==> config.mk <==
export PLATFORM = sky130hd
export DESIGN_NAME = atan2_horner_cell
export DESIGN_NICKNAME = d
export VERILOG_FILES = /design/src/rtl/atan2_polynomial_unit_defines.svh /design/src/rtl/atan2_pkg.sv /design/src/rtl/atan2_horner_cell.sv
export SDC_FILE = /design/constraint.sdc
export NUM_CORES = 2
export LEC_CHECK = 0
export BUFFER_PORTS_ARGS = -buffer_cell sky130_fd_sc_hd__buf_2
export CAP_MARGIN = 0
export CELL_PAD_IN_SITES_DETAIL_PLACEMENT = 1
export CELL_PAD_IN_SITES_GLOBAL_PLACEMENT = 1
export CORE_ASPECT_RATIO = 0.9
export CORE_UTILIZATION = 46
export DETAILED_ROUTE_END_ITERATION = 8
export GPL_TIMING_DRIVEN = 0
export PLACE_DENSITY_LB_ADDON = 0.3
export SYNTH_ARGS = -nofsm -noshare
export SYNTH_HDL_FRONTEND = slang
export SYNTH_SLANG_ARGS = --single-unit
==> constraint.sdc <==
create_clock -name clk -period 9.35 [get_ports clk]
set_input_delay 0.4675 -clock clk [delete_from_list [all_inputs] [get_ports clk]]
set_output_delay 0.4675 -clock clk [all_outputs]
set_load 0.01 [all_outputs]
==> src/rtl/atan2_polynomial_unit_defines.svh <==
// Assertion macros used by the atan2 pipeline top module.
`ifndef ATAN2_POLYNOMIAL_UNIT_DEFINES_SVH
`define ATAN2_POLYNOMIAL_UNIT_DEFINES_SVH

// Same-cycle implication, checked outside reset.
`define AP_IMPLY(lbl, ante, cons) \
  lbl: assert property (@(posedge clk) disable iff (rst) (ante) |-> (cons)) \
    else $error("atan2 check failed");

// Next-cycle implication, checked outside reset.
`define AP_NEXT(lbl, ante, cons) \
  lbl: assert property (@(posedge clk) disable iff (rst) (ante) |=> (cons)) \
    else $error("atan2 check failed");

`endif

==> src/rtl/atan2_pkg.sv <==
`timescale 1ns / 1ps
package atan2_pkg;

  localparam int COORD_WIDTH     = 16;
  localparam int MAG_W           = COORD_WIDTH;
  localparam int RATIO_BITS      = 18;
  localparam int RATIO_W         = RATIO_BITS + 1;
  localparam int NUM_W           = MAG_W + RATIO_BITS;
  localparam int POLY_BITS       = 30;
  localparam int POLY_W          = 32;
  localparam int ANGLE_FRAC_BITS = 13;
  localparam int ANGLE_W         = ANGLE_FRAC_BITS + 3;
  localparam int HORNER_STEPS    = 9;
  localparam int WIDE_W          = POLY_W + 3;

  localparam logic signed [WIDE_W-1:0] HALF_PI_Q30 = 35'sd1686629713;
  localparam logic signed [WIDE_W-1:0] PI_Q30      = 35'sd3373259426;

  localparam logic signed [POLY_W-1:0] ATAN_COEF [HORNER_STEPS+1] = '{
    -32'sd11799, 32'sd366339, -32'sd4824569, 32'sd34999972, -32'sd151268974,
    32'sd386980859, -32'sd504850492, 32'sd539005, 32'sd1082082865, -32'sd511685
  };

  typedef struct packed {
    logic swap;
    logic yneg;
    logic xneg;
    logic zero;
  } side_t;

  typedef struct packed {
    logic               valid;
    logic [MAG_W-1:0]   rem;
    logic [RATIO_W-1:0] num;
    logic [RATIO_W-1:0] quo;
    logic [MAG_W-1:0]   den;
    side_t              side;
  } div_t;

  typedef struct packed {
    logic                     valid;
    logic [RATIO_W-1:0]       r;
    logic signed [POLY_W-1:0] u;
    side_t                    side;
  } hor_t;

endpackage

==> src/rtl/atan2_horner_cell.sv <==
`timescale 1ns / 1ps
module atan2_horner_cell (
  input  logic                                clk,
  input  logic                                rst,
  input  logic                                en,
  input  logic signed [atan2_pkg::POLY_W-1:0] coef,
  input  atan2_pkg::hor_t                     cin,
  output atan2_pkg::hor_t                     cout
);

  localparam int PROD_W = atan2_pkg::POLY_W + atan2_pkg::RATIO_W + 1;

  logic signed [PROD_W-1:0]            prod;
  logic signed [PROD_W-1:0]            rnd;
  logic signed [atan2_pkg::POLY_W-1:0] u_next;

  // u = round(u * r / 2^18) + c, round half up via floor after adding half.
  always_comb begin
    prod   = PROD_W'(cin.u * $signed({1'b0, cin.r}));
    rnd    = prod + (PROD_W'(1) <<< (atan2_pkg::RATIO_BITS - 1));
    u_next = rnd[atan2_pkg::RATIO_BITS +: atan2_pkg::POLY_W] + coef;
  end

  always_ff @(posedge clk) begin
    if (rst) begin
      cout.valid <= 1'b0;
    end else if (en) begin
      cout.valid <= cin.valid;
    end
  end

  always_ff @(posedge clk) begin
    if (en) begin
      cout.r    <= cin.r;
      cout.u    <= u_next;
      cout.side <= cin.side;
    end
  end

endmodule
==> impl_metrics.toml <==
[layout]
largest_register = "cout"
mostFrequentLayoutCells = "678 x inv_1, 587 x fa_1, 377 x and2_1, 269 x nand2_1, 186 x ha_1"
layoutNonFillerInstCount = 3492
largest_register_ffs = 56
fin_nets = 3662
drive_above_1_share_pct = 9.31
num-fill-cells = 6121
top_regs = "cout: 56 flops"
layout_commonest_cell = "inv_1"
syn_to_final_growth_pct = 8.58

[synth]
synthCells = 2640
synth_seq_cells = 56
ys_async_sr_fraction_pct = 0
syn_avg_cell_area_um2 = 9.35
synth_area_um2 = 24700
syn_nets = 3509
yosysSeqAreaShare_pct = 6.77
synth_edf_count = 55
synthFlopType = "edfxtp_1"
ys_types = 57
yosysWarningCount = 0

[timing]
fin_setup_tns_ns = 0
layout_min_cycle_time_ns = 9.22
fin_skew_ns = 0
fmaxAchievable_mhz = 109
tightest_slew_ns = 1.08
setup_violations = 0
maxSlewHeadroom_pct = 28.0
final-hold-violation-count = 0
timing.hold.ws_ns = 0.284
period_share_pct = 98.6
maxSlewViolCount = 0

[route]
avgRoutedWirePerCell_um = 24.2
drc_errors = 0
drt_wl_total_um = 84400
postRouteAntennaNets = 0
drt_iter0_markers = 1267
vias = 18900
drt-pass1-iter-count = 5
viasPerCell = 5.42

[min_path]
holdCritPathClass = "in -> reg"
holdPathStages = 2

[critical_path]
critical_path.max_stage_delay_ns = 0.57
r2r_slack_ns = 8.77
cpMaxStageDelayCell = "fa_1"
crit_family = "adder cells"
path_buf_inv = 7
required_ns = 9.44
start_kind = "input port"
crit_arrival_ns = 9.30
crit_cells = 35
critPathMostFrequentCell = "fa_1"
r2r_cells = 2
path_max_fanout = 10
critPathKind = "in -> reg"
crit_path_end_kind = "flip-flop"

[clock_network]
clk_latency_ns = 0.33
cts.clk_slew.worst_paths_ns = 0.08
cts_tree = "yes"
clockBufferDepth = 2
cts_buffers = 5
cts.htree.levels = 2
clock_sinks = 56
cts-root-buf = "clkbuf_16"

[die]
die_h_um = 222
die_w_um = 246
rows = 80
io_pins = 147
initial_core_util_pct = 46.6
die_area_um2 = 54600
core_area_um2 = 53000

[placed_design]
place_congestion = 0.967
port_buffers = 145
dp_hpwl_um = 70700
place_inst = 3483

[global_route]
gr-total-overflow = 0
grt_pass1_vias = 21700
grt_pass1_wl_um = 130000
antenna_found_initial = 4
grt.total_usage_pct = 32.4
grt_max_degree = 41

[job]
drv_cap = 0

[run_status]
outcome = "complete, no violations"
metal layers:
metal	vias up	track usage, %	wire (um)
met2	766	50.6	38200
met1	9951	45.2	35900
met4	2	10.8	3220
li1	8059	-	-
met3	163	6.25	7090
met5	-	0	13
stage by stage:
stage,setup WS (ns),utilization (%),instance area (um^2)
floorplan,0.882,-,24700
global placement,-0.757,49.6,26300
detailed placement,-0.979,49.7,26300
CTS,0.00192,50.3,26600
global route,-0.159,50.6,26800
finish,0.134,50.6,26800
kinds of logic (layout without fill, tap and decap cells):
| logic type | count (synthesis) | after routing | synth area share (%) |
|---|---|---|---|
| mux | 2 | 2 | 0.0811 |
| buf+inv | 780 | 934 | 11.9 |
| flops | 56 | 56 | 6.77 |
| xor+xnor | 78 | 78 | 2.77 |
| compound gates | 210 | 210 | 5.48 |
| simple gates | 736 | 736 | 15.6 |
| other cells | 0 | 1 | 0 |
| fa+ha+maj | 778 | 778 | 57.4 |
synthesized netlist by cell type, types with 6 or more instances:
cell	instances	area share, %
nor2b_1	6	0.15
o21ai_0	26	0.53
ha_1	188	9.5
a21oi_1	70	1.4
xnor2_1	51	1.8
xor2_1	27	0.96
o21a_1	6	0.18
o21bai_1	10	0.30
o21ai_1	11	0.22
nand3_1	13	0.26
a211o_1	6	0.21
a211oi_1	10	0.30
fa_1	590	48
nor3_1	9	0.18
inv_1	678	10
clkbuf_1	101	1.5
nand2_1	270	4.1
nand4_1	11	0.28
nor2_1	30	0.46
a21o_1	39	1.2
and2_1	377	9.6
edfxtp_1	55	6.7
worst paths after layout:
path,start,to
worst min-delay path,rst,cout[55]
worst max register to register,cout[55],cout[55]
worst min register to register,cout[55],cout[55]
worst max-delay path,cin[12],cout[35]
area by class of cell:
| cell class | count | area, um^2 | area share (%) |
|---|---|---|---|
| clock buffers | 6 | 129 | 0.481 |
| flip-flops and latches | 56 | 1670 | 6.24 |
| repair buffers | 150 | 796 | 2.97 |
| multi-input cells | 1804 | 20200 | 75.3 |
| plain buffers | 98 | 578 | 2.16 |
| clock inverters | 2 | 16.3 | 0.0607 |
| well taps | 697 | 872 | 3.25 |
| diodes | 1 | 2.50 | 0.00934 |
| inverters | 678 | 2540 | 9.50 |
timing repair:
action | 4_1_cts | 5_1_grt
gates cloned | 0 | 0
setup endpoints to repair | 16 | 14
buffers inserted | 0 | 4
hold buffers | 0 | 0
pin swaps | 0 | 4
gates resized for setup | 91 | 110
Power is not shown: default switching activity piles up to over one toggle a cycle in this logic, so the estimate is an artifact.
