`config.mk`:
```
export PLATFORM = sky130hd
export DESIGN_NAME = atan2_div_cell
export DESIGN_NICKNAME = d
export VERILOG_FILES = /design/src/rtl/atan2_polynomial_unit_defines.svh /design/src/rtl/atan2_pkg.sv /design/src/rtl/atan2_div_cell.sv
export SDC_FILE = /design/constraint.sdc
export NUM_CORES = 1
export LEC_CHECK = 0
export BUFFER_PORTS_ARGS = -buffer_cell sky130_fd_sc_hd__buf_2
export CORE_MARGIN = 10
export CORE_UTILIZATION = 49
export CTS_BUF_LIST = sky130_fd_sc_hd__clkbuf_8
export DETAILED_ROUTE_END_ITERATION = 8
export GPL_ROUTABILITY_DRIVEN = 0
export GPL_TIMING_DRIVEN = 0
export PLACE_DENSITY = 0.88
export SLEW_MARGIN = 40
export SYNTH_ARGS = -nofsm -noshare
export SYNTH_HDL_FRONTEND = slang
export SYNTH_SLANG_ARGS = --single-unit
```
`constraint.sdc`:
```
create_clock -name clk -period 3 [get_ports clk]
set_input_delay 0.15 -clock clk [delete_from_list [all_inputs] [get_ports clk]]
set_output_delay 0.15 -clock clk [all_outputs]
set_load 0.02 [all_outputs]
```
`src/rtl/atan2_polynomial_unit_defines.svh`:
```
// Assertion macros used by the atan2 pipeline top module.
`ifndef ATAN2_POLYNOMIAL_UNIT_DEFINES_SVH
`define ATAN2_POLYNOMIAL_UNIT_DEFINES_SVH

// Same-cycle implication, checked outside reset.
`define AP_IMPLY(lbl, ante, cons) \
  lbl: assert property (@(posedge clk) disable iff (rst) (ante) |-> (cons)) \
    else $error("atan2 check failed");

// Next-cycle implication, checked outside reset.
`define AP_NEXT(lbl, ante, cons) \
  lbl: assert property (@(posedge clk) disable iff (rst) (ante) |=> (cons)) \
    else $error("atan2 check failed");

`endif

```
`src/rtl/atan2_pkg.sv`:
```
`timescale 1ns / 1ps
package atan2_pkg;

  localparam int COORD_WIDTH     = 16;
  localparam int MAG_W           = COORD_WIDTH;
  localparam int RATIO_BITS      = 18;
  localparam int RATIO_W         = RATIO_BITS + 1;
  localparam int NUM_W           = MAG_W + RATIO_BITS;
  localparam int POLY_BITS       = 30;
  localparam int POLY_W          = 32;
  localparam int ANGLE_FRAC_BITS = 13;
  localparam int ANGLE_W         = ANGLE_FRAC_BITS + 3;
  localparam int HORNER_STEPS    = 9;
  localparam int WIDE_W          = POLY_W + 3;

  localparam logic signed [WIDE_W-1:0] HALF_PI_Q30 = 35'sd1686629713;
  localparam logic signed [WIDE_W-1:0] PI_Q30      = 35'sd3373259426;

  localparam logic signed [POLY_W-1:0] ATAN_COEF [HORNER_STEPS+1] = '{
    -32'sd11799, 32'sd366339, -32'sd4824569, 32'sd34999972, -32'sd151268974,
    32'sd386980859, -32'sd504850492, 32'sd539005, 32'sd1082082865, -32'sd511685
  };

  typedef struct packed {
    logic swap;
    logic yneg;
    logic xneg;
    logic zero;
  } side_t;

  typedef struct packed {
    logic               valid;
    logic [MAG_W-1:0]   rem;
    logic [RATIO_W-1:0] num;
    logic [RATIO_W-1:0] quo;
    logic [MAG_W-1:0]   den;
    side_t              side;
  } div_t;

  typedef struct packed {
    logic                     valid;
    logic [RATIO_W-1:0]       r;
    logic signed [POLY_W-1:0] u;
    side_t                    side;
  } hor_t;

endpackage

```
`src/rtl/atan2_div_cell.sv`:
```
`timescale 1ns / 1ps
module atan2_div_cell (
  input  logic             clk,
  input  logic             rst,
  input  logic             en,
  input  atan2_pkg::div_t  cin,
  output atan2_pkg::div_t  cout
);

  logic [atan2_pkg::MAG_W:0]   shifted;
  logic [atan2_pkg::MAG_W:0]   diff;
  logic                        take;
  logic [atan2_pkg::MAG_W-1:0] rem_next;

  // One restoring division step: bring down the next numerator bit.
  always_comb begin
    shifted  = {cin.rem, cin.num[atan2_pkg::RATIO_W-1]};
    take     = shifted >= {1'b0, cin.den};
    diff     = shifted - {1'b0, cin.den};
    rem_next = take ? diff[atan2_pkg::MAG_W-1:0] : shifted[atan2_pkg::MAG_W-1:0];
  end

  always_ff @(posedge clk) begin
    if (rst) begin
      cout.valid <= 1'b0;
    end else if (en) begin
      cout.valid <= cin.valid;
    end
  end

  always_ff @(posedge clk) begin
    if (en) begin
      cout.rem  <= rem_next;
      cout.num  <= {cin.num[atan2_pkg::RATIO_W-2:0], 1'b0};
      cout.quo  <= {cin.quo[atan2_pkg::RATIO_W-2:0], take};
      cout.den  <= cin.den;
      cout.side <= cin.side;
    end
  end

endmodule

```
==> run_results.csv, run 1 <==
group,metric,value,unit
worst_setup_path,critical_path.endpoint_type,"flop",
global_routing,grt_start_max_net_pins,46,
routing,totalWireLength,11.6,mm
worst_setup_path,crit_arrival,3.04,ns
finish,layout_top_registers,"cout: 74 flops",
worst_setup_path,timing.setup.critical_path_class,"in -> reg",
routing,detail-route-antenna-nets,0,
run_status,violations,"negative hold slack",
floorplanning,core-area,6790,um2
global_routing,grtUsageMet1,22.6,%
place,port-buffer-count,150,
logic_synthesis,synth_sequential_area_ratio,64.5,%
finish,finish.instance_area,5100,um2
job,drv.max_cap_violation_count,0,
logic_synthesis,synth_common_cells,"sky130_fd_sc_hd__edfxtp_1 (73), sky130_fd_sc_hd__inv_1 (19), sky130_fd_sc_hd__ha_1 (16)",
worst_setup_path,crit_start,"cin[14]",
floorplanning,rows,30,
clock_network,clkLatencyLatePin,0.35,ns
power,power_per_cell_area,567,nW/um2
clock_network,cts.sinks,74,
logic_synthesis,synth_top_area_share,63.9,%
logic_synthesis,ys_seq_elements,74,
routing,detail_route.vias_per_cell,5.24,
clock_network,clock_tree.buffer_depth,2,
logic_synthesis,synth_fa_ha_area_share,6.42,%
worst_setup_path,crit_path_end,"cout[66]$_DFFE_PP_",
power,total_leakage_power,2.32,nW
sta,hold_violation_total_from_the_final_report,1,
routing,routedWlPerCell,21.2,um
clock_network,worst_setup_hold_path_clk_slew,0.08,ns
global_routing,first_global_vias,2975,
floorplanning,die-area,10700,um2
global_routing,globalRoute.totalOverflow,0,
power,ir_drop,314,uV
run_status,outcome,"finished with violations",
routing,drt-pass1-iter-count,4,
logic_synthesis,syn-cell-area,3430,um2
floorplanning,die_h,104,um
logic_synthesis,post_synth_main_area_contributors,"sky130_fd_sc_hd__edfxtp_1 (64%), sky130_fd_sc_hd__ha_1 (5.8%), sky130_fd_sc_hd__mux2_4 (3.5%), sky130_fd_sc_hd__inv_1 (2.1%), sky130_fd_sc_hd__nor2_1 (1.4%)",
clock_network,cts_tree,"yes",
floorplanning,chipWidth,104,um
logic_synthesis,syn-mean-instance-area,14.8,um2
sta,finalCriticalPeriod,2.93,ns
logic_synthesis,synth.most_common_cell,"sky130_fd_sc_hd__edfxtp_1",
finish,final_core_utilization,75.1,%
worst_setup_path,critical_path.startpoint_type,"primary input",
sta,finalMaxSlewViolations,0,
worst_setup_path,maximum_net_fanout_on_the_critical_path,10,
logic_synthesis,synth_edf_count,73,
finish,largest_register_ff_count,74,
sta,finalSetupViolCount,0,
logic_synthesis,synth_cell_type_count,49,
worst_setup_path,setup.reg_to_reg.worst_slack,2.35,ns
worst_setup_path,critical_path.reg2reg.endpoint,"cout[74]$_SDFFE_PP0P_",
sta,finalHoldWorstSlack,-0.00385,ns
sta,fin_skew,0,ns
logic_synthesis,synth_top_flop_cell,"sky130_fd_sc_hd__edfxtp_1",
logic_synthesis,mappedNetlistNets,326,
finish,nNetsFinal,542,
hold_path,class_of_the_worst_hold_path,"in -> reg",
logic_synthesis,dominant_combinational_cell_family_by_area_after_synthesis,"compound AO/OA/AOI/OAI gates",
global_routing,grt.met2_usage,37.7,%
finish,registers.top_by_ff_count,"cout",
floorplanning,floorplan.initialDensity,50.5,%
global_routing,grt_util_met3,6.57,%
finish,area.growth.synth_to_final,48.8,%
worst_setup_path,worst_reg_to_reg_path_cell_count,2,
global_routing,first_pass_grt_wire_length,17.4,mm
place,dpl-instance-area,4320,um2
routing,detailroute.via_count,2872,
clock_network,ctsResizeCount,0,
routing,drt_iter0_markers,315,
hold_path,holdCritStartpoint,"cin[39]",
clock_network,h-tree-depth,3,
place,dp_hpwl,7.17,mm
worst_setup_path,cp_data_required_time,3.10,ns
sta,final.period_utilization,97.8,%
finish,final_layout_size_suffix_gt1_share,41.6,%
global_routing,grt_use_total,20.7,%
routing,detail_route.drc_violations,0,
clock_network,cts_buffers,9,
global_routing,gr-max-usage-layer,"met2",
logic_synthesis,post_synth_and_or_nand_nor_area_fraction,6.17,%
global_routing,antenna_violations_before_repair,0,
floorplanning,boundaryPins,153,
logic_synthesis,post_syn_instances,231,
logic_synthesis,synth.yosys.warnings,0,
worst_setup_path,timing.rr.start,"cout[74]$_SDFFE_PP0P_",
clock_network,cts.root.buffer_cell,"sky130_fd_sc_hd__clkbuf_8",
logic_synthesis,postSynth.asyncResetShare,0,%
logic_synthesis,mux_contribution_to_synthesized_area,4.42,%
logic_synthesis,yosysTopAreaCell,"sky130_fd_sc_hd__edfxtp_1",
logic_synthesis,synthXorXnorAreaFrac,2.30,%
logic_synthesis,share_of_the_synthesized_area_in_compound_gates_ao_oa_aoi_oai,11.8,%
finish,antenna-diode-count,0,
sta,achievable_clock_frequency,341,MHz
[layout by cell type (no fill, tap or decap), types with 7 or more instances in the layout]
master / count
sky130_fd_sc_hd__edfxtp_1: 73
sky130_fd_sc_hd__clkbuf_8: 9
sky130_fd_sc_hd__inv_1: 20
sky130_fd_sc_hd__mux2_4: 8
sky130_fd_sc_hd__buf_2: 149
sky130_fd_sc_hd__nand3_1: 7
sky130_fd_sc_hd__ha_1: 16
sky130_fd_sc_hd__dlygate4sd3_1: 53
sky130_fd_sc_hd__nor2_1: 13
sky130_fd_sc_hd__o21ai_0: 9
[worst max-delay path, stage by stage]
cell and delay [ns]:
sky130_fd_sc_hd__dlygate4sd3_1 0.57, sky130_fd_sc_hd__buf_2 0.14, sky130_fd_sc_hd__inv_1 0.05, sky130_fd_sc_hd__ha_1 0.38, sky130_fd_sc_hd__a21oi_1 0.19, sky130_fd_sc_hd__o21ai_1 0.15
sky130_fd_sc_hd__a221o_1 0.43, sky130_fd_sc_hd__a21boi_4 0.20, sky130_fd_sc_hd__and2_4 0.16, sky130_fd_sc_hd__buf_8 0.12, sky130_fd_sc_hd__inv_4 0.04, sky130_fd_sc_hd__buf_12 0.14
sky130_fd_sc_hd__mux2_4 0.30
[cell type report]
| type | instances | area (um2) |
|---|---|---|
| fillers | 398 | 1690 |
| repair buffers | 205 | 1310 |
| plain buffers | 6 | 68.8 |
| flip-flops and latches | 74 | 2210 |
| multi-input cells | 131 | 1070 |
| clock buffers | 9 | 124 |
| inverters | 20 | 77.6 |
| clock inverters | 7 | 119 |
| well taps | 96 | 120 |
[cell families after synthesis]
family                     after synthesis
buffers and inverters                   26
other                                    1
xor gates and xnor gates                 9
AOI/OAI and AO/OA                       52
and+or+nand+nor                         41
muxes                                   11
adders and majority gates               17
DFF                                     74
[layer usage]
layer	routed length (um)	vias up
met5	0	-
met4	178	0
met3	1060	16
met2	6080	183
met1	4310	1361
li1	-	1312
[stage by stage]
stage / worst slack [ns] / hold WS [ns] / power, mW / setup TNS (ns) / instances
5_1_grt: -0.00850 / -0.00266 / 2.99 / -0.0104 / 548
3_3_place_gp: 0.291 / 0.308 / 1.86 / 0 / 477
3_5_place_dp: 0.276 / 0.313 / 1.87 / 0 / 478
6_report: 0.0665 / -0.00385 / 2.89 / 0 / 548
2_1_floorplan: 0.620 / 0.222 / 1.66 / 0 / 231
4_1_cts: 0.0848 / 0.000784 / 2.86 / 0 / 544
[worst min path at each step]
| stage | endpoint | slack (ns) | cells after the start |
|---|---|---|---|
| after CTS | cout[18]$_DFFE_PP_ | 0.0008 | 1 |
| final | cout[40]$_DFFE_PP_ | -0.004 | 1 |
| after global placement | cout[74]$_SDFFE_PP0P_ | 0.31 | 2 |
| after floorplan | cout[74]$_SDFFE_PP0P_ | 0.22 | 1 |
| after detailed placement | cout[74]$_SDFFE_PP0P_ | 0.31 | 2 |
| after global routing | cout[40]$_DFFE_PP_ | -0.003 | 1 |
[report_power, final]
part	leakage (nW)	total, mW	internal, mW	switching, mW
clock	0.121	0.960	0.554	0.406
sequential	0.723	1.28	1.25	0.0287
combinational	1.48	0.654	0.284	0.370
[repair_timing]
action                                 in CTS  in global routing
endpoints found under the hold margin      50                  3
hold buffers                               50                  3
buffers inserted                            0                  1
setup endpoints to repair                   0                  8
Note: power is estimated with default switching activity, not from simulation.
==> run 2: changes to the inputs <==
--- a/config.mk
+++ b/config.mk
@@ -5,14 +5,15 @@
 export SDC_FILE = /design/constraint.sdc
 export NUM_CORES = 1
 export LEC_CHECK = 0
+export ABC_AREA = 1
 export BUFFER_PORTS_ARGS = -buffer_cell sky130_fd_sc_hd__buf_2
 export CORE_MARGIN = 10
 export CORE_UTILIZATION = 49
 export CTS_BUF_LIST = sky130_fd_sc_hd__clkbuf_8
 export DETAILED_ROUTE_END_ITERATION = 8
 export GPL_ROUTABILITY_DRIVEN = 0
-export GPL_TIMING_DRIVEN = 0
-export PLACE_DENSITY = 0.88
+export GPL_TIMING_DRIVEN = 1
+export PLACE_DENSITY = 0.87
 export SLEW_MARGIN = 40
 export SYNTH_ARGS = -nofsm -noshare
 export SYNTH_HDL_FRONTEND = slang
==> run 2 against run 1 <==
The run now ends clean; fmax increased by 34%; clock power decreased by 1%; combinational power decreased by 3.7%; hold slack improved by 0.037 ns; clock-buffer cell count unchanged; sequential power about the same; flip-flop and latch count unchanged; utilization increased by 0.098 points; critical endpoint is now cout[63]$_DFFE_PP_; highest routed layer unchanged.
==> run_results.csv, run 2 <==
group,metric,value,unit
logic_synthesis,synth_cell_type_count,26,
logic_synthesis,postSynth.asyncResetShare,0,%
sta,max-slew-margin-rel,55.6,%
sta,hold_violation_total_from_the_final_report,0,
logic_synthesis,synth.yosys.warnings,0,
logic_synthesis,synth.most_common_cell,"sky130_fd_sc_hd__nand2_1",
finish,layout_top_registers,"cout: 74 flops",
floorplanning,die_h,105,um
finish,nNetsFinal,656,
clock_network,cts.sinks,74,
logic_synthesis,ys_seq_elements,74,
clock_network,cts_buffers,9,
logic_synthesis,synth_top_flop_cell,"sky130_fd_sc_hd__edfxtp_1",
finish,fillCellCount,458,
logic_synthesis,synth_edf_count,73,
global_routing,globalRoute.totalOverflow,0,
floorplanning,chipWidth,105,um
logic_synthesis,syn-cell-area,3560,um2
logic_synthesis,yosysTopAreaCell,"sky130_fd_sc_hd__edfxtp_1",
routing,drt-pass1-iter-count,5,
floorplanning,core-area,6910,um2
logic_synthesis,synth_common_cells,"sky130_fd_sc_hd__nand2_1 (120), sky130_fd_sc_hd__edfxtp_1 (73), sky130_fd_sc_hd__inv_1 (60)",
logic_synthesis,post_syn_instances,347,
finish,finish.instance_area,5190,um2
finish,layout_common_cells,"sky130_fd_sc_hd__buf_2 (149), sky130_fd_sc_hd__nand2_1 (120), sky130_fd_sc_hd__edfxtp_1 (73)",
global_routing,antenna_violations_before_repair,1,
sta,final.period_utilization,72.8,%
hold_path,class_of_the_worst_hold_path,"in -> reg",
sta,fin_skew,0,ns
worst_setup_path,crit_arrival,2.40,ns
clock_network,post-cts-setup-buffers,0,
finish,area.growth.synth_to_final,46.1,%
place,port-buffer-count,150,
sta,finalCriticalPeriod,2.18,ns
worst_setup_path,maximum_net_fanout_on_the_critical_path,14,
routing,detail_route.vias_per_cell,4.88,
finish,largest_register_ff_count,74,
routing,detail_route.drc_violations,0,
worst_setup_path,critical_path.startpoint_type,"primary input",
routing,detail-route-antenna-nets,0,
logic_synthesis,syn-mean-instance-area,10.2,um2
clock_network,cts.root.buffer_cell,"sky130_fd_sc_hd__clkbuf_8",
logic_synthesis,synth_sequential_area_ratio,62.2,%
worst_setup_path,critical_path.endpoint_type,"flop",
run_status,outcome,"finished clean",
floorplanning,boundaryPins,153,
global_routing,first_pass_grt_wire_length,18.3,mm
floorplanning,die-area,11100,um2
sta,finalSetupViolCount,0,
global_routing,first_global_vias,3255,
routing,totalWireLength,11.5,mm
logic_synthesis,post_synth_main_area_contributors,"sky130_fd_sc_hd__edfxtp_1 (62%), sky130_fd_sc_hd__nand2_1 (13%), sky130_fd_sc_hd__inv_1 (6.3%), sky130_fd_sc_hd__ha_1 (5.6%), sky130_fd_sc_hd__nand3_1 (2.4%)",
logic_synthesis,mappedNetlistNets,442,
global_routing,grt_use_total,20.8,%
sta,achievable_clock_frequency,458,MHz
global_routing,grt_start_max_net_pins,75,
power,total_leakage_power,2.60,nW
sta,tightestPinTransition,0.666,ns
finish,registers.top_by_ff_count,"cout",
clock_network,h-tree-depth,3,
routing,detailroute.via_count,3233,
floorplanning,rows,30,
place,dpl-instance-area,4390,um2
routing,drt_iter0_markers,227,
worst_setup_path,cp_data_required_time,3.21,ns
clock_network,clkLatencyLatePin,0.35,ns
place,dp_hpwl,7.83,mm
clock_network,clock_tree.buffer_depth,2,
worst_setup_path,setup.reg_to_reg.worst_slack,2.35,ns
sta,finalHoldWorstSlack,0.0330,ns
sta,grt_setup_unrepaired,"no",
power,ir_drop,335,uV
sta,finalMaxSlewViolations,0,
routing,routedWlPerCell,17.4,um
worst_setup_path,timing.setup.critical_path_class,"in -> reg",
finish,layout_commonest_cell,"sky130_fd_sc_hd__buf_2",
floorplanning,floorplan.initialDensity,51.5,%
job,drv.max_cap_violation_count,0,
clock_network,worst_setup_hold_path_clk_slew,0.08,ns
sta,totalNegativeSetupSlack,0,ns
clock_network,cts_tree,"yes",
finish,final_layout_size_suffix_gt1_share,30.7,%
power,power_per_cell_area,550,nW/um2
logic_synthesis,synth_top_area_share,61.6,%
-- run 2: cell count changes after synthesis, moves of 6 or more --
cell,before,now
sky130_fd_sc_hd__a21oi_1,3,9
sky130_fd_sc_hd__inv_1,19,60
sky130_fd_sc_hd__mux2_4,8,0
sky130_fd_sc_hd__nand2_1,5,120
sky130_fd_sc_hd__nand3_1,7,17
sky130_fd_sc_hd__o21a_1,6,0
sky130_fd_sc_hd__o21ai_0,9,2
-- run 2: per-layer routing --
layer  GRT usage (%)  share of wire [%]
met3            6.63                8.7
met1            23.9                 40
met2            36.4                 50
met4            5.00                2.0
met5               0                  0
-- run 2: final timing paths --
path / start / endpoint / cells past startpoint
max: cin[10] / cout[63]$_DFFE_PP_ / 15
min: cin[5] / cout[5]$_DFFE_PP_ / 1
max reg2reg: cout[74]$_SDFFE_PP0P_ / cout[74]$_SDFFE_PP0P_ / 2
min reg2reg: cout[74]$_SDFFE_PP0P_ / cout[74]$_SDFFE_PP0P_ / 2
-- run 2: final cells by class --
| cell class | count | area (um2) | share of cell area (%) |
|---|---|---|---|
| repair buffers | 207 | 1330 | 25.5 |
| multi-input cells | 209 | 1070 | 20.6 |
| well taps | 96 | 120 | 2.31 |
| inverters | 60 | 225 | 4.34 |
| clock inverters | 7 | 116 | 2.24 |
| clock buffers | 9 | 124 | 2.38 |
| diodes | 1 | 2.50 | 0.0482 |
| flip-flops and latches | 74 | 2210 | 42.6 |
-- run 2: cell families (layout without fill, tap and decap cells) --
kind of cell             Yosys count  in the layout  share of synthesized area (%)
XOR/XNOR                           6              6                           1.48
flip-flops                        74             74                           62.2
buffers and inverters             64            283                           7.74
AND/OR/NAND/NOR                  172            172                           20.2
other                              1              2                          0.105
adder cells (fa/ha/maj)           17             17                           6.19
multiplexers                       1              1                          0.282
AO/OA/AOI/OAI                     12             12                           1.76
-- run 2: critical path, cell delays in order --
cell	delay [ns]
sky130_fd_sc_hd__dlygate4sd3_1	0.57
sky130_fd_sc_hd__buf_2	0.13
sky130_fd_sc_hd__inv_1	0.04
sky130_fd_sc_hd__ha_1	0.34
sky130_fd_sc_hd__nand2_1	0.09
sky130_fd_sc_hd__nand2_1	0.08
sky130_fd_sc_hd__nand2_1	0.07
sky130_fd_sc_hd__nand2_1	0.07
sky130_fd_sc_hd__inv_1	0.09
sky130_fd_sc_hd__nand3_2	0.08
sky130_fd_sc_hd__nand2_1	0.07
sky130_fd_sc_hd__nand2_2	0.05
sky130_fd_sc_hd__inv_1	0.35
sky130_fd_sc_hd__nand2_1	0.11
sky130_fd_sc_hd__nand2_1	0.09
-- run 2: stage by stage --
stage / utilization, % / std cells / setup slack (ns) / total power [mW]
2_1_floorplan: - / 347 / 1.36 / 1.64
3_3_place_gp: 63.5 / 590 / 1.10 / 1.84
3_5_place_dp: 63.5 / 590 / 1.04 / 1.86
4_1_cts: 75.1 / 662 / 0.807 / 2.84
5_1_grt: 75.2 / 663 / 0.620 / 2.98
6_report: 75.2 / 663 / 0.817 / 2.86
-- run 2: timing repair --
action,in CTS,in global routing
resized for setup,0,0
hold buffers,56,0
hold endpoints to repair,56,0
setup endpoints to repair,0,0
-- run 2: where the power goes --
group	switching [mW]	internal, mW
Clock	0.393	0.554
Combinational	0.392	0.238
Sequential	0.0289	1.25
